==> src/rtl/nnfs_pkg.sv <==
// ----------------------------------------------------------------------------
// nnfs_pkg
// shared types, geometry constants and pixel conversion for the frame scaler
// ----------------------------------------------------------------------------
package nnfs_pkg;

  // source and screen geometry
  localparam int unsigned SRC_WIDTH  = 160;
  localparam int unsigned SRC_HEIGHT = 160;
  localparam int unsigned OUT_WIDTH  = 320;
  localparam int unsigned OUT_HEIGHT = 240;

  // frame store
  localparam int unsigned STORE_SIZE = SRC_WIDTH * SRC_HEIGHT;
  localparam int unsigned STORE_AW   = $clog2(STORE_SIZE);

  // payload widths fixed by the interface
  localparam int unsigned ADDR_IN_W = 15;
  localparam int unsigned PIX_IN_W  = 15;
  localparam int unsigned PIX_OUT_W = 16;
  localparam int unsigned DEST_W    = 17;

  // 9.16 sampling accumulators
  localparam int unsigned ACC_W  = 25;
  localparam int unsigned FRAC_W = 16;
  localparam int unsigned SMP_W  = ACC_W - FRAC_W;

  localparam logic [ACC_W-1:0] XSTEP_FULL = ACC_W'((SRC_WIDTH << FRAC_W) / OUT_WIDTH);
  localparam logic [ACC_W-1:0] YSTEP_FULL = ACC_W'((SRC_HEIGHT << FRAC_W) / OUT_HEIGHT);
  localparam logic [ACC_W-1:0] STEP_ORIG  = ACC_W'(1 << FRAC_W);

  // position counters
  localparam int unsigned MAX_COLS = (OUT_WIDTH > SRC_WIDTH) ? OUT_WIDTH : SRC_WIDTH;
  localparam int unsigned MAX_ROWS = (OUT_HEIGHT > SRC_HEIGHT) ? OUT_HEIGHT : SRC_HEIGHT;
  localparam int unsigned COL_W    = $clog2(MAX_COLS);
  localparam int unsigned ROW_W    = $clog2(MAX_ROWS);

  localparam logic [COL_W-1:0] LAST_COL_FULL = COL_W'(OUT_WIDTH - 1);
  localparam logic [COL_W-1:0] LAST_COL_ORIG = COL_W'(SRC_WIDTH - 1);
  localparam logic [ROW_W-1:0] LAST_ROW_FULL = ROW_W'(OUT_HEIGHT - 1);
  localparam logic [ROW_W-1:0] LAST_ROW_ORIG = ROW_W'(SRC_HEIGHT - 1);

  // centering offsets for original size mode
  localparam int unsigned OFF_X = (OUT_WIDTH >= SRC_WIDTH) ? (OUT_WIDTH - SRC_WIDTH) / 2 : 0;
  localparam int unsigned OFF_Y = (OUT_HEIGHT >= SRC_HEIGHT) ? (OUT_HEIGHT - SRC_HEIGHT) / 2 : 0;

  // codes
  localparam logic FUNC_WRITE = 1'b0;
  localparam logic FUNC_EMIT  = 1'b1;
  localparam logic MODE_ORIG  = 1'b0;
  localparam logic MODE_FULL  = 1'b1;

  typedef struct packed {
    logic                 func;
    logic [ADDR_IN_W-1:0] src_addr;
    logic [PIX_IN_W-1:0]  src_pixel;
  } in_item_t;

  typedef struct packed {
    logic [PIX_OUT_W-1:0] out_pixel;
    logic [DEST_W-1:0]    dest_addr;
    logic                 line_end;
    logic                 frame_end;
  } out_item_t;

  // everything about one output pixel except the pixel itself
  typedef struct packed {
    logic              sample_ok;
    logic [DEST_W-1:0] dest_addr;
    logic              line_end;
    logic              frame_end;
  } pix_meta_t;

  typedef struct packed {
    logic [STORE_AW-1:0] rd_addr;
    pix_meta_t           meta;
  } pos_info_t;

  // rgb555 to rgb565, green low bit zero
  function automatic logic [PIX_OUT_W-1:0] to_rgb565(input logic [PIX_IN_W-1:0] p);
    return {p[14:5], 1'b0, p[4:0]};
  endfunction

endpackage

==> src/rtl/nnfs_pos.sv <==
// ----------------------------------------------------------------------------
// nnfs_pos
// output position counters, sampling accumulators and address generation
// ----------------------------------------------------------------------------
module nnfs_pos (
  input  logic                clk_i,
  input  logic                rst_ni,
  input  logic                step_i,
  input  logic                mode_i,
  output nnfs_pkg::pos_info_t info_o
);

  logic [nnfs_pkg::ACC_W-1:0] x_acc_q, x_acc_d;
  logic [nnfs_pkg::ACC_W-1:0] y_acc_q, y_acc_d;
  logic [nnfs_pkg::COL_W-1:0] col_q, col_d;
  logic [nnfs_pkg::ROW_W-1:0] row_q, row_d;

  logic                        full;
  logic [nnfs_pkg::ACC_W-1:0]  xstep, ystep;
  logic [nnfs_pkg::COL_W-1:0]  last_col;
  logic [nnfs_pkg::ROW_W-1:0]  last_row;
  logic [nnfs_pkg::SMP_W-1:0]  sx, sy;
  logic [31:0]                 idx;
  logic [31:0]                 row_eff, col_eff, dest;
  logic                        lend, fend;

  always_comb begin
    full     = (mode_i == nnfs_pkg::MODE_FULL);
    xstep    = full ? nnfs_pkg::XSTEP_FULL : nnfs_pkg::STEP_ORIG;
    ystep    = full ? nnfs_pkg::YSTEP_FULL : nnfs_pkg::STEP_ORIG;
    last_col = full ? nnfs_pkg::LAST_COL_FULL : nnfs_pkg::LAST_COL_ORIG;
    last_row = full ? nnfs_pkg::LAST_ROW_FULL : nnfs_pkg::LAST_ROW_ORIG;

    // integer part of the accumulators picks the source pixel
    sx  = x_acc_q[nnfs_pkg::ACC_W-1:nnfs_pkg::FRAC_W];
    sy  = y_acc_q[nnfs_pkg::ACC_W-1:nnfs_pkg::FRAC_W];
    idx = 32'(sy) * 32'(nnfs_pkg::SRC_WIDTH) + 32'(sx);

    row_eff = 32'(row_q) + (full ? 32'd0 : 32'(nnfs_pkg::OFF_Y));
    col_eff = 32'(col_q) + (full ? 32'd0 : 32'(nnfs_pkg::OFF_X));
    dest    = row_eff * 32'(nnfs_pkg::OUT_WIDTH) + col_eff;

    // a counter past the mode's last position counts as the last one
    lend = (col_q >= last_col);
    fend = lend && (row_q >= last_row);

    info_o.rd_addr        = idx[nnfs_pkg::STORE_AW-1:0];
    info_o.meta.sample_ok = (32'(sx) < 32'(nnfs_pkg::SRC_WIDTH)) &&
                            (32'(sy) < 32'(nnfs_pkg::SRC_HEIGHT));
    info_o.meta.dest_addr = dest[nnfs_pkg::DEST_W-1:0];
    info_o.meta.line_end  = lend;
    info_o.meta.frame_end = fend;
  end

  always_comb begin
    x_acc_d = x_acc_q;
    y_acc_d = y_acc_q;
    col_d   = col_q;
    row_d   = row_q;
    if (step_i) begin
      if (fend) begin
        x_acc_d = '0;
        y_acc_d = '0;
        col_d   = '0;
        row_d   = '0;
      end else if (lend) begin
        x_acc_d = '0;
        y_acc_d = y_acc_q + ystep;
        col_d   = '0;
        row_d   = row_q + 1'b1;
      end else begin
        x_acc_d = x_acc_q + xstep;
        col_d   = col_q + 1'b1;
      end
    end
  end

  always_ff @(posedge clk_i or negedge rst_ni) begin
    if (!rst_ni) begin
      x_acc_q <= '0;
      y_acc_q <= '0;
      col_q   <= '0;
      row_q   <= '0;
    end else begin
      x_acc_q <= x_acc_d;
      y_acc_q <= y_acc_d;
      col_q   <= col_d;
      row_q   <= row_d;
    end
  end

  a_frame_wrap: assert property (@(posedge clk_i) disable iff (!rst_ni)
    (step_i && fend) |=> (col_q == '0 && row_q == '0 && x_acc_q == '0 && y_acc_q == '0))
    else $error("position not cleared after frame end");

  a_line_wrap: assert property (@(posedge clk_i) disable iff (!rst_ni)
    (step_i && lend && !fend) |=> (col_q == '0 && x_acc_q == '0 &&
                                   row_q == $past(row_q) + 1'b1))
    else $error("bad line wrap");

  a_hold: assert property (@(posedge clk_i) disable iff (!rst_ni)
    !step_i |=> ($stable(col_q) && $stable(row_q) && $stable(x_acc_q) && $stable(y_acc_q)))
    else $error("position moved without an emit");

endmodule

==> config.mk <==
export PLATFORM = sky130hd
export DESIGN_NAME = nnfs_pos
export DESIGN_NICKNAME = d
export VERILOG_FILES = /design/src/rtl/nnfs_pkg.sv /design/src/rtl/nnfs_pos.sv
export SDC_FILE = /design/constraint.sdc
export NUM_CORES = 1
export LEC_CHECK = 0
export BUFFER_PORTS_ARGS = -buffer_cell sky130_fd_sc_hd__buf_4
export CORE_MARGIN = 2
export CORE_UTILIZATION = 53
export CTS_CLUSTER_SIZE = 24
export DETAILED_ROUTE_END_ITERATION = 10
export HOLD_SLACK_MARGIN = 0.02
export MAX_ROUTING_LAYER = met4
export PLACE_DENSITY = 0.7
export SYNTH_ARGS = -nofsm -noshare
export SYNTH_HDL_FRONTEND = slang
export SYNTH_SLANG_ARGS = --single-unit
export TNS_END_PERCENT = 1
==> constraint.sdc <==
create_clock -name clk_i -period 4.1 [get_ports clk_i]
set_input_delay 0.205 -clock clk_i [delete_from_list [all_inputs] [get_ports clk_i]]
set_output_delay 0.205 -clock clk_i [all_outputs]
set_load 0.1 [all_outputs]
After elaboration in Yosys (flattened, before gate mapping)
Index checks and enable logic that the tools add are counted.

Add/sub/neg operators: 8. Multiply operators: 2. Order comparisons: 4. Muxes and demuxes: 14. Reduce and logical (&&, ||, !) cells: 4.

Operator list (number): 25-bit two-way mux (4); 25-bit by 17-bit adder with 25-bit output (2); 17-bit two-way mux (2); 9-bit two-way mux (3); 9-bit by 8-bit less-than comparator with 1-bit output (second input constant) (2); 17-bit by 10-bit adder with 17-bit output (1); 8-bit two-way mux (2); 15-bit by 9-bit adder with 15-bit output (1); 7-bit two-way mux (2); 9-bit by 3-bit multiplier with 11-bit output (second input constant) (1); 9-bit by 7-bit adder with 10-bit output (1); 9-bit by 3-bit multiplier with 10-bit output (second input constant) (1); 8-bit by 6-bit adder with 9-bit output (1); 9-bit by 1-bit adder with 9-bit output (second input constant) (1); 9-bit >= comparator (1); 8-bit by 1-bit adder with 8-bit output (second input constant) (1); 8-bit >= comparator (1); 6-bit two-way mux (1); 1-bit logical AND (2); 2-bit AND reduction (1); 2-bit nonzero test (1).

Register bits: 67. Input port bits: 4. Output and inout bits: 35. Logic and storage cells: 36.

Longest topological paths before layout
Gate-level depths: netlist (run 1).

Word-level depth: 5. Depth in mapped cells: 13. Depth with buffers taken out: 13.

Worst setup path before layout (run 1)
OpenSTA, ideal clock, no wires.

Kind: reg2out. From: register row_q[3] (netlist name). To: output port info_o[18] (netlist name). Arrival time: 4.303 ns. Required time: 3.895 ns. Slack: -0.408 ns. Cell stages (with the launch flop): 13. Cell sequence: dfrtp_1 ha_1 ha_1 xor2_1 ha_1 ha_1 a21o_1 a21oi_1 xnor2_1 nand4b_1 nor3b_2 xnor2_1 xnor2_1.

RTL lines: from (decl) (line nnfs_pos.sv:16) `logic [nnfs_pkg::ROW_W-1:0] row_q, row_d;`; from (signal assigned) (line nnfs_pos.sv:88) `row_q <= row_d;`; to (decl) (line nnfs_pos.sv:10) `output nnfs_pkg::pos_info_t info_o`.

==> results.md, run 1 <==
Outcome:
- The flow ran to the end, and the final reports show no timing, DRC or antenna violations.

Pwr:
- The switching share of power is 0.569.
- The share of total power dissipated in sequential elements is 0.269.
- The peak supply drop is 604 uV.
- The internal portion of the total power is 1.22 mW.
- The portion of total power attributed to the clock network is 0.111.
- For this design the total switching power over the nets is 1.61 mW.
- The power per unit of standard cell area is 585 nW/um^2.
- The share of total power dissipated in combinational logic is 0.619.
- The completed layout was analyzed and its total power is 2.82 mW.
- The analysis attributes to cell leakage a power of 2.34 nW.

Critical path:
- The setup path with the least slack is of type flip-flop to primary output.
- The kind of start point of the critical path is a flip-flop.
- STA classifies the critical path endpoint as a primary output.
- At the worst endpoint, the required time is 3890 ps.
- Along the worst path, the maximum fanout reaches 5.
- The arrival time reported for the critical path endpoint is 3680 ps.

Logic synthesis:
- The count of yosys warnings during synthesis is 0.
- Dividing the synthesized area by the synthesized cell count gives 8.98 sq um.
- Ranked by total cell area, the synthesized netlist is headed by sky130_fd_sc_hd__dfrtp_1 (29%), sky130_fd_sc_hd__ha_1 (17%), sky130_fd_sc_hd__xnor2_1 (5.8%), sky130_fd_sc_hd__o21ai_0 (5.0%), sky130_fd_sc_hd__nand2_1 (4.6%).
- After synthesis, the netlist uses 52 different library cells.
- After synthesis, the share of flip-flops with an asynchronous set or reset is 1.00.
- The sequential element share of the synthesized area is 0.291.
- After synthesis the cells add up to 4380 sq um.
- Counting flops and latches in the post-synthesis netlist gives 51.
- The share of synthesized area in the top cell type comes to 0.291.
- The cell taking the most area after synthesis is sky130_fd_sc_hd__dfrtp_1.
- The primary flip-flop cell chosen by synthesis mapping is sky130_fd_sc_hd__dfrtp_1.
- The number of enable flip-flop cells after synthesis is 0.
- The post-synthesis instance total is 488.
- The synthesized net count is 556.

Global route:
- The largest net degree at the start of global routing is 52.
- The total overflow reported by the global router is 0.
- The number of global-route vias before repair was 3,458.
- The initial antenna violation count is 0.
- The first global-routing pass estimated 15,300 um of wire.
- The global-route total usage across every layer is 0.215.

Final layout:
- In the final layout, the share of cells above drive strength 1 is 0.131.
- After the last flow step, the layout net total stands at 586.
- The area added between synthesis and finish is 10.0%.
- The repair_antennas step left the layout with diodes totalling 0.
- The number of filler cells placed in the layout is 690.
- The utilization after layout is 0.593.

Timing:
- The worst hold margin is 210 ps.
- Setup repair after global routing left no endpoint under its margin.
- The post-route clock skew is 19.2 ps.
- For the pin with the worst max-slew slack, the measured transition is 660 ps.
- Setup violations remaining at the end of the flow were counted as 0.
- Dividing the final minimum period by the clock period gives 0.949.
- The number of hold violations in the final report is 0.
- Counting I/O delays and the setup requirement, the final critical path takes 3890 ps.
- The total count of max-transition violations in the final report is 0.
- Timing would allow up to 257 MHz.
- In this run the tightest slew margin relative to its limit is 0.560.

Drt:
- The DRC violation total after the first TritonRoute iteration is 125.
- Summed over all layers, the routed wires come to 8750 um.
- The first detailed-routing pass took 4 iterations.
- The detailed router placed 3,532 vias in this run.
- The per-cell via count in the routed design is 5.66.
- The residual DRC count is 0.
- The mean routed wirelength per cell is 14.0 um.
- The count of nets left with antenna violations once routing finished came out at 0.

Clock tree:
- The TritonCTS clock tree is built.
- The post-CTS clock slew at the launch and capture registers of the worst setup and hold paths is 90 ps.
- For this design, the sink count on the clock tree is 51.
- The number of buffers between clock root and the deepest sink is 2.
- The total clock buffers created by CTS is 5.
- CTS placed an instance of sky130_fd_sc_hd__clkbuf_8 at the clock tree root.
- The clock tree synthesis step divided the H-tree into 2 levels.
- The clock insertion delay at the later pin of the skew report is 320 ps.

Die:
- The area inside the core boundary is 8130 sq um.
- The die footprint is 9020 sq um.
- The floorplan step set the die height to 95.0 um.
- For this design the top-level I/O count stands at 39.
- The starting utilization of the core area is 0.539.
- In this run the core area contains 33 standard-cell rows.
- The die is 95.0 um wide.

Flow run:
- Across the run, the number of max-cap violations was 0.

Placement:
- The detailed-placement wirelength estimate is 6260 um.
- In this run the tool buffered the top-level ports with 38 buffer cells.
- The routability congestion estimate from global placement is 0.840.

Hold path:
- In this run the worst hold path is classified as primary input to flip-flop.
==> per-stage QoR <==
| step | instance area [sq um] | std cells | setup TNS, ps | setup WS [ps] |
|---|---|---|---|---|
| global route | 4820 | 624 | 0 | 16.6 |
| floorplan | 4390 | 488 | -169 | -149 |
| finish | 4820 | 624 | 0 | 211 |
| detailed placement | 4690 | 614 | 0 | 385 |
| CTS | 4800 | 623 | 0 | 44.3 |
| global placement | 4690 | 614 | 0 | 513 |
==> state kept, by name, indices dropped and copies added (netlist names) <==
signal   cells
col_q        9
row_q        8
y_acc_q     24
x_acc_q     10
==> cells in the mapped netlist, drive strengths merged, types with 4 or more instances <==
library cell and n:
dfrtp 51, a31oi 9, xor2 22, a21o 14
o311ai 4, o21ai 47, nand2b 8, inv 24
nor2b 9, xnor2 29, o31ai 14, o21a 4
nand2 55, and3 6, fa 5, nand4 4
ha 59, nor2 30, nand3 21, buf 19
a21oi 20
==> critical path, cell delays in order (launching register included) <==
cell	delay (ps)
sky130_fd_sc_hd__dfrtp_1	420
sky130_fd_sc_hd__ha_1	220
sky130_fd_sc_hd__ha_1	250
sky130_fd_sc_hd__xor2_2	180
sky130_fd_sc_hd__ha_1	300
sky130_fd_sc_hd__ha_1	340
sky130_fd_sc_hd__a21o_1	200
sky130_fd_sc_hd__a21oi_1	230
sky130_fd_sc_hd__xnor2_1	230
sky130_fd_sc_hd__nand4b_1	200
sky130_fd_sc_hd__nor3b_2	230
sky130_fd_sc_hd__xnor2_1	180
sky130_fd_sc_hd__xnor2_2	140
sky130_fd_sc_hd__buf_6	240
==> what timing repair did <==
action	in CTS	in global routing
hold endpoints to repair	51	0
setup endpoints to repair	0	1
buffers inserted	0	1
hold buffers	1	0
resized for setup	0	4
==> routing by layer <==
layer | track usage | vias to the layer above | wire, um
met5 | - | - | 0
li1 | - | 1782 | -
met3 | 0.0319 | 7 | 235
met2 | 0.365 | 46 | 4130
met4 | 0.0399 | 0 | 61
met1 | 0.276 | 1697 | 4320
==> cells by family (layout without fill, tap and decap cells) <==
family / Yosys count / after routing / synth area share
xor+xnor: 51 / 51 / 0.102
fa+ha+maj: 64 / 64 / 0.191
flops: 51 / 51 / 0.291
mux: 1 / 1 / 0.00228
simple gates: 146 / 146 / 0.160
buf+inv: 46 / 77 / 0.0559
compound gates: 129 / 129 / 0.197
==> path summary, 6_finish.rpt <==
check | end | depth (start not counted) | slack [ps] | startpoint
min | col_q[0]$_DFFE_PN0P_ | 2 | 210 | step_i
min in group asynchronous | y_acc_q[5]$_DFFE_PN0P_ | 2 | 440 | rst_ni
min reg2reg | y_acc_q[1]$_DFFE_PN0P_ | 2 | 480 | y_acc_q[1]$_DFFE_PN0P_
max in group asynchronous | y_acc_q[14]$_DFFE_PN0P_ | 2 | 3190 | rst_ni
max | info_o[18] | 13 | 210 | row_q[3]$_DFFE_PN0P_
max reg2reg | y_acc_q[22]$_DFFE_PN0P_ | 8 | 1170 | row_q[0]$_DFFE_PN0P_
==> placed cells by master, fill, tap and decap left out, drive strengths merged, types with 4 or more instances in the layout <==
| cell | instances |
|---|---|
| o311ai | 4 |
| o21ai | 47 |
| nand3 | 21 |
| nor2b | 9 |
| a21o | 14 |
| buf | 44 |
| nor2 | 30 |
| xnor2 | 29 |
| ha | 59 |
| and3 | 6 |
| a21oi | 20 |
| dfrtp | 51 |
| xor2 | 22 |
| fa | 5 |
| inv | 24 |
| nand4 | 4 |
| nand2 | 55 |
| a31oi | 9 |
| nand2b | 8 |
| clkbuf | 7 |
| o31ai | 14 |
| o21a | 4 |
==> power by group through the flow <==
stage,Clock [mW],Sequential (mW),Combinational [mW]
after floorplan,0,0.728,1.53
after global placement,0,0.761,1.72
after detailed placement,0,0.767,1.75
after CTS,0.317,0.759,1.76
after global routing,0.340,0.783,1.88
final,0.315,0.760,1.75
==> area by class of cell <==
class	count	area, sq um	share of cell area
flip-flops and latches	51	1280	0.265
well taps	105	131	0.0272
multi-input cells	391	2890	0.598
inverters	24	90.1	0.0187
clock buffers	7	86.3	0.0179
repair buffers	45	344	0.0713
clock inverters	1	8.76	0.00182
No activity file was read; power rests on OpenSTA's default activity.
==> run 2, diff against run 1 <==
==> constraint.sdc (replaced) <==
create_clock -name clk_i -period 4.7 [get_ports clk_i]
set_input_delay 0.235 -clock clk_i [delete_from_list [all_inputs] [get_ports clk_i]]
set_output_delay 0.235 -clock clk_i [all_outputs]
set_load 0.1 [all_outputs]
==> run 2 against run 1 <==
Via count is 2.3% lower. Core utilization is 0.71 points lower. Non-clock buffer count is 5 lower. Global-route usage is 0.30 points higher. Sequential share of layout area is 0.32 points higher. First-iteration DRC count is 48% higher. Critical path type unchanged.
==> results.md, run 2 (same netlist as run 1, synthesis figures left out) <==
Pwr:
- The combinational group share of total power is 0.613 (-0.006).
- The peak supply drop was 499 uV (-17%).
- The switching share of power is 0.560 (-0.00905).
- The switching power is 1.39 mW (-13%).
- The part of the total power dissipated in sequential elements was 0.266 (-0.003).
- The portion of total power attributed to the clock network was 0.121 (+0.010).
- The design internal power is 1.09 mW (-10%).
- The leakage component of the power is 2.31 nW (-1.3%).
- The power per unit of standard cell area is 522 nW/um^2 (-11%).

Final layout:
- The top cell types in the final layout, fill and taps aside, are sky130_fd_sc_hd__ha_1 (59), sky130_fd_sc_hd__nand2_1 (54), sky130_fd_sc_hd__dfrtp_1 (51), sky130_fd_sc_hd__o21ai_0 (44), sky130_fd_sc_hd__buf_4 (39).
- The number of filler cells placed in the layout is 719 (+4.2%).
- Counting flops per register, the top entry is y_acc_q.
- The share of layout cells above drive strength 1 came to 0.113 (-0.0180).
- The flip-flop count of the largest register after layout is 24 (unchanged).
- The area taken by flip-flops and latches is 1280 sq um (unchanged).
- Relative to the synthesized area, the layout overhead comes to 8.70%.
- The library cell used most frequently in the layout, excluding fill and tap cells, is sky130_fd_sc_hd__ha_1.
- The largest registers in the layout are y_acc_q x24, x_acc_q x10, col_q x9.
- The number of antenna repair diodes was 0 (unchanged).
- The footprint of the multi-input gates was 2860 sq um (-0.82%).
- The number of nets at the end of the flow is 581 (-0.85%).

Global route:
- The first-pass GRT wire length came to 15,400 um (+0.36%).
- The initial antenna violation count came to 0 (unchanged).
- The total overflow reported by the global router is 0 (unchanged).
- The number of global-route vias before repair was 3,330 (-3.7%).
- The largest net degree at the start of global routing was 52 (unchanged).
- The global-route total usage across every layer is 0.218 (+0.00296).

Critical path:
- The data required time at the worst endpoint is 4470 ps (+580 ps).
- The kind of critical path is flip-flop to primary output.
- The arrival time reported for the critical path endpoint came to 3840 ps (+160 ps).
- The element type at the critical path end is a primary output.
- The kind of start point of the critical path is a flip-flop.
- The logic depth of the worst register-to-register path is 8 (unchanged).
- The biggest fanout along the worst timing path was 5 (unchanged).

Clock tree:
- The total clock buffers created by CTS is 5 (unchanged).
- The number of H-tree levels is 2 (unchanged).
- The cell chosen for the clock root is sky130_fd_sc_hd__clkbuf_8.
- The number of buffers between clock root and the deepest sink came to 2 (unchanged).
- The number of hold buffers added after CTS is 1 (unchanged).
- The post-CTS clock slew at the launch and capture registers of the worst setup and hold paths was 90 ps (about the same).
- The clock sink total came to 51 (unchanged).
- The post-CTS setup buffer count is 0 (unchanged).
- The number of instances resized during post-cts repair is 0 (unchanged).
- The clock insertion delay at the later pin of the skew report was 300 ps (-20 ps).
- The TritonCTS clock tree is built.

Die:
- The width of the die is 95.0 um (unchanged).
- The die outline height is 95.0 um (unchanged).
- The die footprint is 9020 sq um (unchanged).
- The count of standard-cell rows was 33 (unchanged).
- The starting utilization of the core area came to 0.539 (unchanged).
- The area inside the core boundary came to 8130 sq um (unchanged).
- The number of placed I/O pins is 39 (unchanged).

Timing:
- The slew of the pin with the lowest slew margin came to 666 ps (+6.10 ps).
- The final period demand of the worst path is 4070 ps.
- The number of setup violations in the final report came to 0 (unchanged).
- The total negative slack is 0 ps (unchanged).
- The headroom to the max-slew limit was 0.556 (-0.00407).
- The maximum clock frequency is 246 MHz.
- The post-route clock skew came to 5.48 ps (-13.7 ps).
- The total count of max-transition violations in the final report is 0 (unchanged).
- Setup repair after global routing left no endpoint under its margin.
- The worst hold margin came to 243 ps (+33.0 ps).
- Dividing the final minimum period by the clock period gives 0.866.
- The number of hold violations in the final report is 0 (unchanged).

Placement:
- The detailed-placement wirelength estimate is 6350 um (+1.5%).
- The routability congestion estimate from global placement is 0.872 (+3.8%).
- The number of buffers inserted by port buffering was 38 (unchanged).

Outcome:
- The run finished with clean final reports.

Drt:
- The DRC violation total after the first TritonRoute iteration is 185 (+48%).
- The via count is 3,449 (-2.3%).
- The final antenna-violating net count came to 0 (unchanged).
- The per-cell via count in the routed design is 5.58 (-1.4%).
- The first-pass iteration count of the detailed router is 4 (unchanged).
- The mean routed wirelength per cell was 14.0 um (-0.10%).
- The residual DRC count was 0 (unchanged).
- The routed wire length was 8660 um (-1.1%).

Hold path:
- The worst hold path belongs to the class primary input to flip-flop.
- The cell depth of the worst hold path is 2 (unchanged).

Flow run:
- The max capacitance violation total is 0 (unchanged).
run 2: worst paths after layout:
kind	from	end	slack [ps]
hold / removal	step_i	x_acc_q[16]$_DFFE_PN0P_	240
setup / recovery	row_q[3]$_DFFE_PN0P_	info_o[18]	630
max in group asynchronous	rst_ni	x_acc_q[15]$_DFFE_PN0P_	3750
hold reg to reg	y_acc_q[1]$_DFFE_PN0P_	y_acc_q[1]$_DFFE_PN0P_	490
setup reg to reg	col_q[5]$_DFFE_PN0P_	y_acc_q[20]$_DFFE_PN0P_	1520
min in group asynchronous	rst_ni	y_acc_q[1]$_DFFE_PN0P_	500
run 2: critical path: stages (launching register included):
cell,delay (ps)
sky130_fd_sc_hd__dfrtp_1,440
sky130_fd_sc_hd__ha_1,230
sky130_fd_sc_hd__ha_1,240
sky130_fd_sc_hd__xor2_1,300
sky130_fd_sc_hd__ha_1,290
sky130_fd_sc_hd__ha_1,350
sky130_fd_sc_hd__a21o_1,200
sky130_fd_sc_hd__a21oi_1,230
sky130_fd_sc_hd__xnor2_1,220
sky130_fd_sc_hd__nand4b_1,210
sky130_fd_sc_hd__nor3b_2,250
sky130_fd_sc_hd__xnor2_1,150
sky130_fd_sc_hd__xnor2_1,130
sky130_fd_sc_hd__buf_4,300
run 2: final cells by class:
cell class              instances  share of cell area
multi-input cells             391               0.601
flip-flops and latches         51               0.268
repair buffers                 40              0.0635
well taps                     105              0.0276
inverters                      24              0.0189
clock buffers                   6              0.0152
clock inverters                 1             0.00630
run 2: power by group through the flow:
| stage | Clock (mW) | Sequential, mW | Combinational (mW) |
|---|---|---|---|
| 2_1_floorplan | 0 | 0.635 | 1.33 |
| 3_3_place_gp | 0 | 0.666 | 1.50 |
| 3_5_place_dp | 0 | 0.670 | 1.53 |
| 4_1_cts | 0.312 | 0.662 | 1.54 |
| 5_1_grt | 0.327 | 0.683 | 1.63 |
| 6_report | 0.301 | 0.662 | 1.52 |
run 2: metal layers:
layer / up-vias / GRT usage / wire, um / share of wire
met5: - / - / 0 / 0
met4: 0 / 0.0411 / 51 / 0.0059
li1: 1772 / - / - / -
met1: 1632 / 0.284 / 4160 / 0.48
met2: 41 / 0.365 / 4180 / 0.48
met3: 4 / 0.0335 / 263 / 0.030
run 2: metrics by stage:
stage | power, mW | utilization | worst slack (ps) | area [sq um] | cells
after floorplan | 1.97 | - | 162 | 4380 | 488
after global placement | 2.17 | 0.572 | 774 | 4650 | 610
after detailed placement | 2.20 | 0.572 | 593 | 4650 | 610
after CTS | 2.51 | 0.586 | 574 | 4770 | 618
after global routing | 2.64 | 0.586 | 332 | 4770 | 618
final | 2.49 | 0.586 | 628 | 4770 | 618
==> run 3, diff against run 2 <==
--- a/config.mk
+++ b/config.mk
@@ -5,14 +5,16 @@
 export SDC_FILE = /design/constraint.sdc
 export NUM_CORES = 1
 export LEC_CHECK = 0
+export ABC_CLOCK_PERIOD_IN_PS = 4700
 export BUFFER_PORTS_ARGS = -buffer_cell sky130_fd_sc_hd__buf_4
 export CORE_MARGIN = 2
-export CORE_UTILIZATION = 53
+export CORE_UTILIZATION = 30
 export CTS_CLUSTER_SIZE = 24
 export DETAILED_ROUTE_END_ITERATION = 10
 export HOLD_SLACK_MARGIN = 0.02
 export MAX_ROUTING_LAYER = met4
-export PLACE_DENSITY = 0.7
+export PLACE_DENSITY = 0.44
+export RECOVER_POWER = 25
 export SYNTH_ARGS = -nofsm -noshare
 export SYNTH_HDL_FRONTEND = slang
 export SYNTH_SLANG_ARGS = --single-unit
==> run 3 against run 2 <==
The flow now finishes with violations (capacitance limit, slew limit). Register-to-register slack hardly changed. Maximum frequency is 2.3% higher. Design area is 3.9% higher. Largest power group unchanged. First-iteration DRC count is 2.2% lower. Clock-buffer cell count stayed put. Die area is 73% higher. Power is 5.6% higher. Largest cell class unchanged. Non-clock buffer count is 2 higher.
==> results.md, run 3 (same netlist as run 1, synthesis figures left out) <==
Outcome:
- The run finished, with violations left.
- The final reports fail on capacitance limit, slew limit.

Final layout:
- The number of filler cells placed in the layout is 1,518 (+110%).
- The footprint of the multi-input gates was 2860 sq um (unchanged).
- The most common library cell in the layout ignoring fill and taps is sky130_fd_sc_hd__ha_1.
- The area added between synthesis and finish is 12.9%.
- The area taken by flip-flops and latches is 1280 sq um (unchanged).
- The top cell types in the final layout, fill and taps aside, are sky130_fd_sc_hd__ha_1 (59), sky130_fd_sc_hd__nand2_1 (54), sky130_fd_sc_hd__dfrtp_1 (51), sky130_fd_sc_hd__o21ai_0 (44), sky130_fd_sc_hd__buf_4 (40).
- The utilization after layout is 0.343 (-0.243).
- In the final layout, the registers with the most flip-flops are y_acc_q x24, x_acc_q x10, col_q x9.
- The number of nets at the end of the flow is 583 (+0.34%).
- The flip-flop count of the largest register after layout is 24 (unchanged).
- The number of antenna repair diodes is 0 (unchanged).
- The share of layout cells above drive strength 1 is 0.118 (+0.00516).
- The largest register by flop count is y_acc_q.

Critical path:
- The kind of critical path is flip-flop to primary output.
- The element type at the critical path end is a primary output.
- The arrival time reported for the critical path endpoint is 3750 ps (-90 ps).
- The slack of the worst reg-to-reg path was 1520 ps (about the same).
- The data required time at the worst endpoint came to 4470 ps (about the same).
- The worst setup path is launched from a flip-flop.
- The biggest fanout along the worst timing path was 5 (unchanged).

Timing:
- The total count of max-transition violations in the final report is 52 (+52).
- The headroom to the max-slew limit came to -0.941 (-1.50).
- The total negative slack is 0 ps (unchanged).
- The maximum clock frequency came to 251 MHz (+2.3%).
- The final period demand of the worst path is 3980 ps (-90.9 ps).
- Setup repair after global routing left no endpoint under its margin.
- The fraction of the cycle the final worst path needs is 0.847 (-0.0194).
- The number of setup violations in the final report was 0 (unchanged).
- The number of hold violations in the final report is 0 (unchanged).
- The post-route clock skew is 11.8 ps (+6.29 ps).
- The slew of the pin with the lowest slew margin came to 2910 ps (+2250 ps).

Die:
- The starting utilization of the core area is 0.304 (-0.235).
- The die footprint is 15,600 sq um (+73%).
- The count of standard-cell rows is 44 (+33%).
- The number of placed I/O pins is 39 (unchanged).
- The die outline height is 125 um (+32%).
- The width of the die came to 125 um (+32%).
- The area inside the core boundary is 14,400 sq um (+77%).

Drt:
- The residual DRC count is 0 (unchanged).
- The mean routed wirelength per cell is 13.7 um (-2.2%).
- The via count came to 3,438 (-0.32%).
- The final antenna-violating net count came to 0 (unchanged).
- The DRC violation total after the first TritonRoute iteration is 181 (-2.2%).
- The first-pass iteration count of the detailed router is 4 (unchanged).
- The routed wire length is 9600 um (+11%).
- The per-cell via count in the routed design is 4.91 (-12%).

Clock tree:
- The number of hold buffers added after CTS is 1 (unchanged).
- The number of instances resized during post-cts repair was 0 (unchanged).
- The cell chosen for the clock root is sky130_fd_sc_hd__clkbuf_16.
- The total clock buffers created by CTS is 5 (unchanged).
- The number of H-tree levels was 2 (unchanged).
- The post-CTS setup buffer count was 0 (unchanged).
- The clock insertion delay at the later pin of the skew report came to 300 ps (about the same).
- The clock sink total is 51 (unchanged).
- The number of buffers between clock root and the deepest sink is 2 (unchanged).
- The post-CTS clock slew at the launch and capture registers of the worst setup and hold paths is 80 ps (about the same).
- TritonCTS built the clock tree.

Pwr:
- The combinational group share of total power came to 0.579 (-0.034).
- The design internal power is 1.21 mW (+10%).
- The leakage component of the power is 2.35 nW (+1.9%).
- The peak supply drop was 447 uV (-10%).
- The portion of total power attributed to the clock network was 0.169 (+0.048).
- The switching power was 1.42 mW (+1.9%).
- The power per unit of standard cell area is 531 nW/um^2 (+1.7%).
- The part of the total power dissipated in sequential elements is 0.252 (-0.014).
- The switching share of power is 0.541 (-0.0197).

Global route:
- The global-route total usage across every layer is 0.130 (-0.0881).
- The first-pass GRT wire length is 16,600 um (+7.9%).
- The total overflow reported by the global router is 0 (unchanged).
- The initial antenna violation count is 0 (unchanged).
- The number of global-route vias before repair is 3,372 (+1.3%).
- The largest net degree at the start of global routing is 52 (unchanged).

Flow run:
- The max capacitance violation total is 1 (+1).

Hold path:
- The worst min-delay path category is primary input to flip-flop.

Placement:
- The number of buffers inserted by port buffering is 38 (unchanged).
- The detailed-placement wirelength estimate is 6870 um (+8.1%).
- The routability congestion estimate from global placement is 0.733 (-16%).
==> run 3: worst max-delay path, stage by stage, from the launching register on <==
cell	delay, ps
sky130_fd_sc_hd__dfrtp_1	430
sky130_fd_sc_hd__ha_1	220
sky130_fd_sc_hd__ha_1	230
sky130_fd_sc_hd__xor2_1	290
sky130_fd_sc_hd__ha_1	280
sky130_fd_sc_hd__ha_1	340
sky130_fd_sc_hd__a21o_1	200
sky130_fd_sc_hd__a21oi_1	220
sky130_fd_sc_hd__xnor2_1	210
sky130_fd_sc_hd__nand4b_1	200
sky130_fd_sc_hd__nor3b_2	240
sky130_fd_sc_hd__xnor2_1	150
sky130_fd_sc_hd__xnor2_1	140
sky130_fd_sc_hd__buf_4	310
==> run 3: metal layers <==
layer | vias to the layer above | track usage | routed length [um]
met2 | 36 | 0.203 | 4280
met1 | 1613 | 0.180 | 5050
li1 | 1785 | - | -
met3 | 4 | 0.0223 | 215
met5 | - | - | 0
met4 | 0 | 0.0216 | 58
==> run 3: final timing paths <==
| path | start | cells past startpoint | end |
|---|---|---|---|
| setup / recovery | row_q[3]$_DFFE_PN0P_ | 13 | info_o[18] |
| hold / removal | step_i | 2 | col_q[0]$_DFFE_PN0P_ |
| setup reg to reg | col_q[5]$_DFFE_PN0P_ | 9 | y_acc_q[12]$_DFFE_PN0P_ |
| hold reg to reg | y_acc_q[1]$_DFFE_PN0P_ | 2 | y_acc_q[1]$_DFFE_PN0P_ |
| max in group asynchronous | rst_ni | 2 | y_acc_q[16]$_DFFE_PN0P_ |
| min in group asynchronous | rst_ni | 2 | y_acc_q[3]$_DFFE_PN0P_ |
==> run 3: metrics by stage <==
stage                     area (sq um)  worst slack [ps]  hold WS [ps]  power, mW  instances
after floorplan                   4380               162         -60.6       1.97        488
after global placement            4770               829           337       2.19        691
after CTS                         4950               669           252       2.66        700
after detailed placement          4770               799           336       2.20        691
final                             4950               719           258       2.63        700
after global routing              4950               381           279       2.79        700
==> run 3: area by class of cell <==
| cell class | count | area share |
|---|---|---|
| Inverter | 24 | 0.0182 |
| Multi-Input combinational cell | 391 | 0.578 |
| Timing Repair Buffer | 42 | 0.0634 |
| Tap cell | 184 | 0.0465 |
| Sequential cell | 51 | 0.258 |
| Clock inverter | 2 | 0.00783 |
| Clock buffer | 6 | 0.0281 |
==> run 3: power groups by stage <==
stage               clock network [mW]  registers, mW  logic, mW
floorplan                            0          0.635       1.33
global placement                     0          0.670       1.52
detailed placement                   0          0.671       1.53
CTS                              0.461          0.665       1.54
global route                     0.473          0.685       1.63
finish                           0.443          0.663       1.52
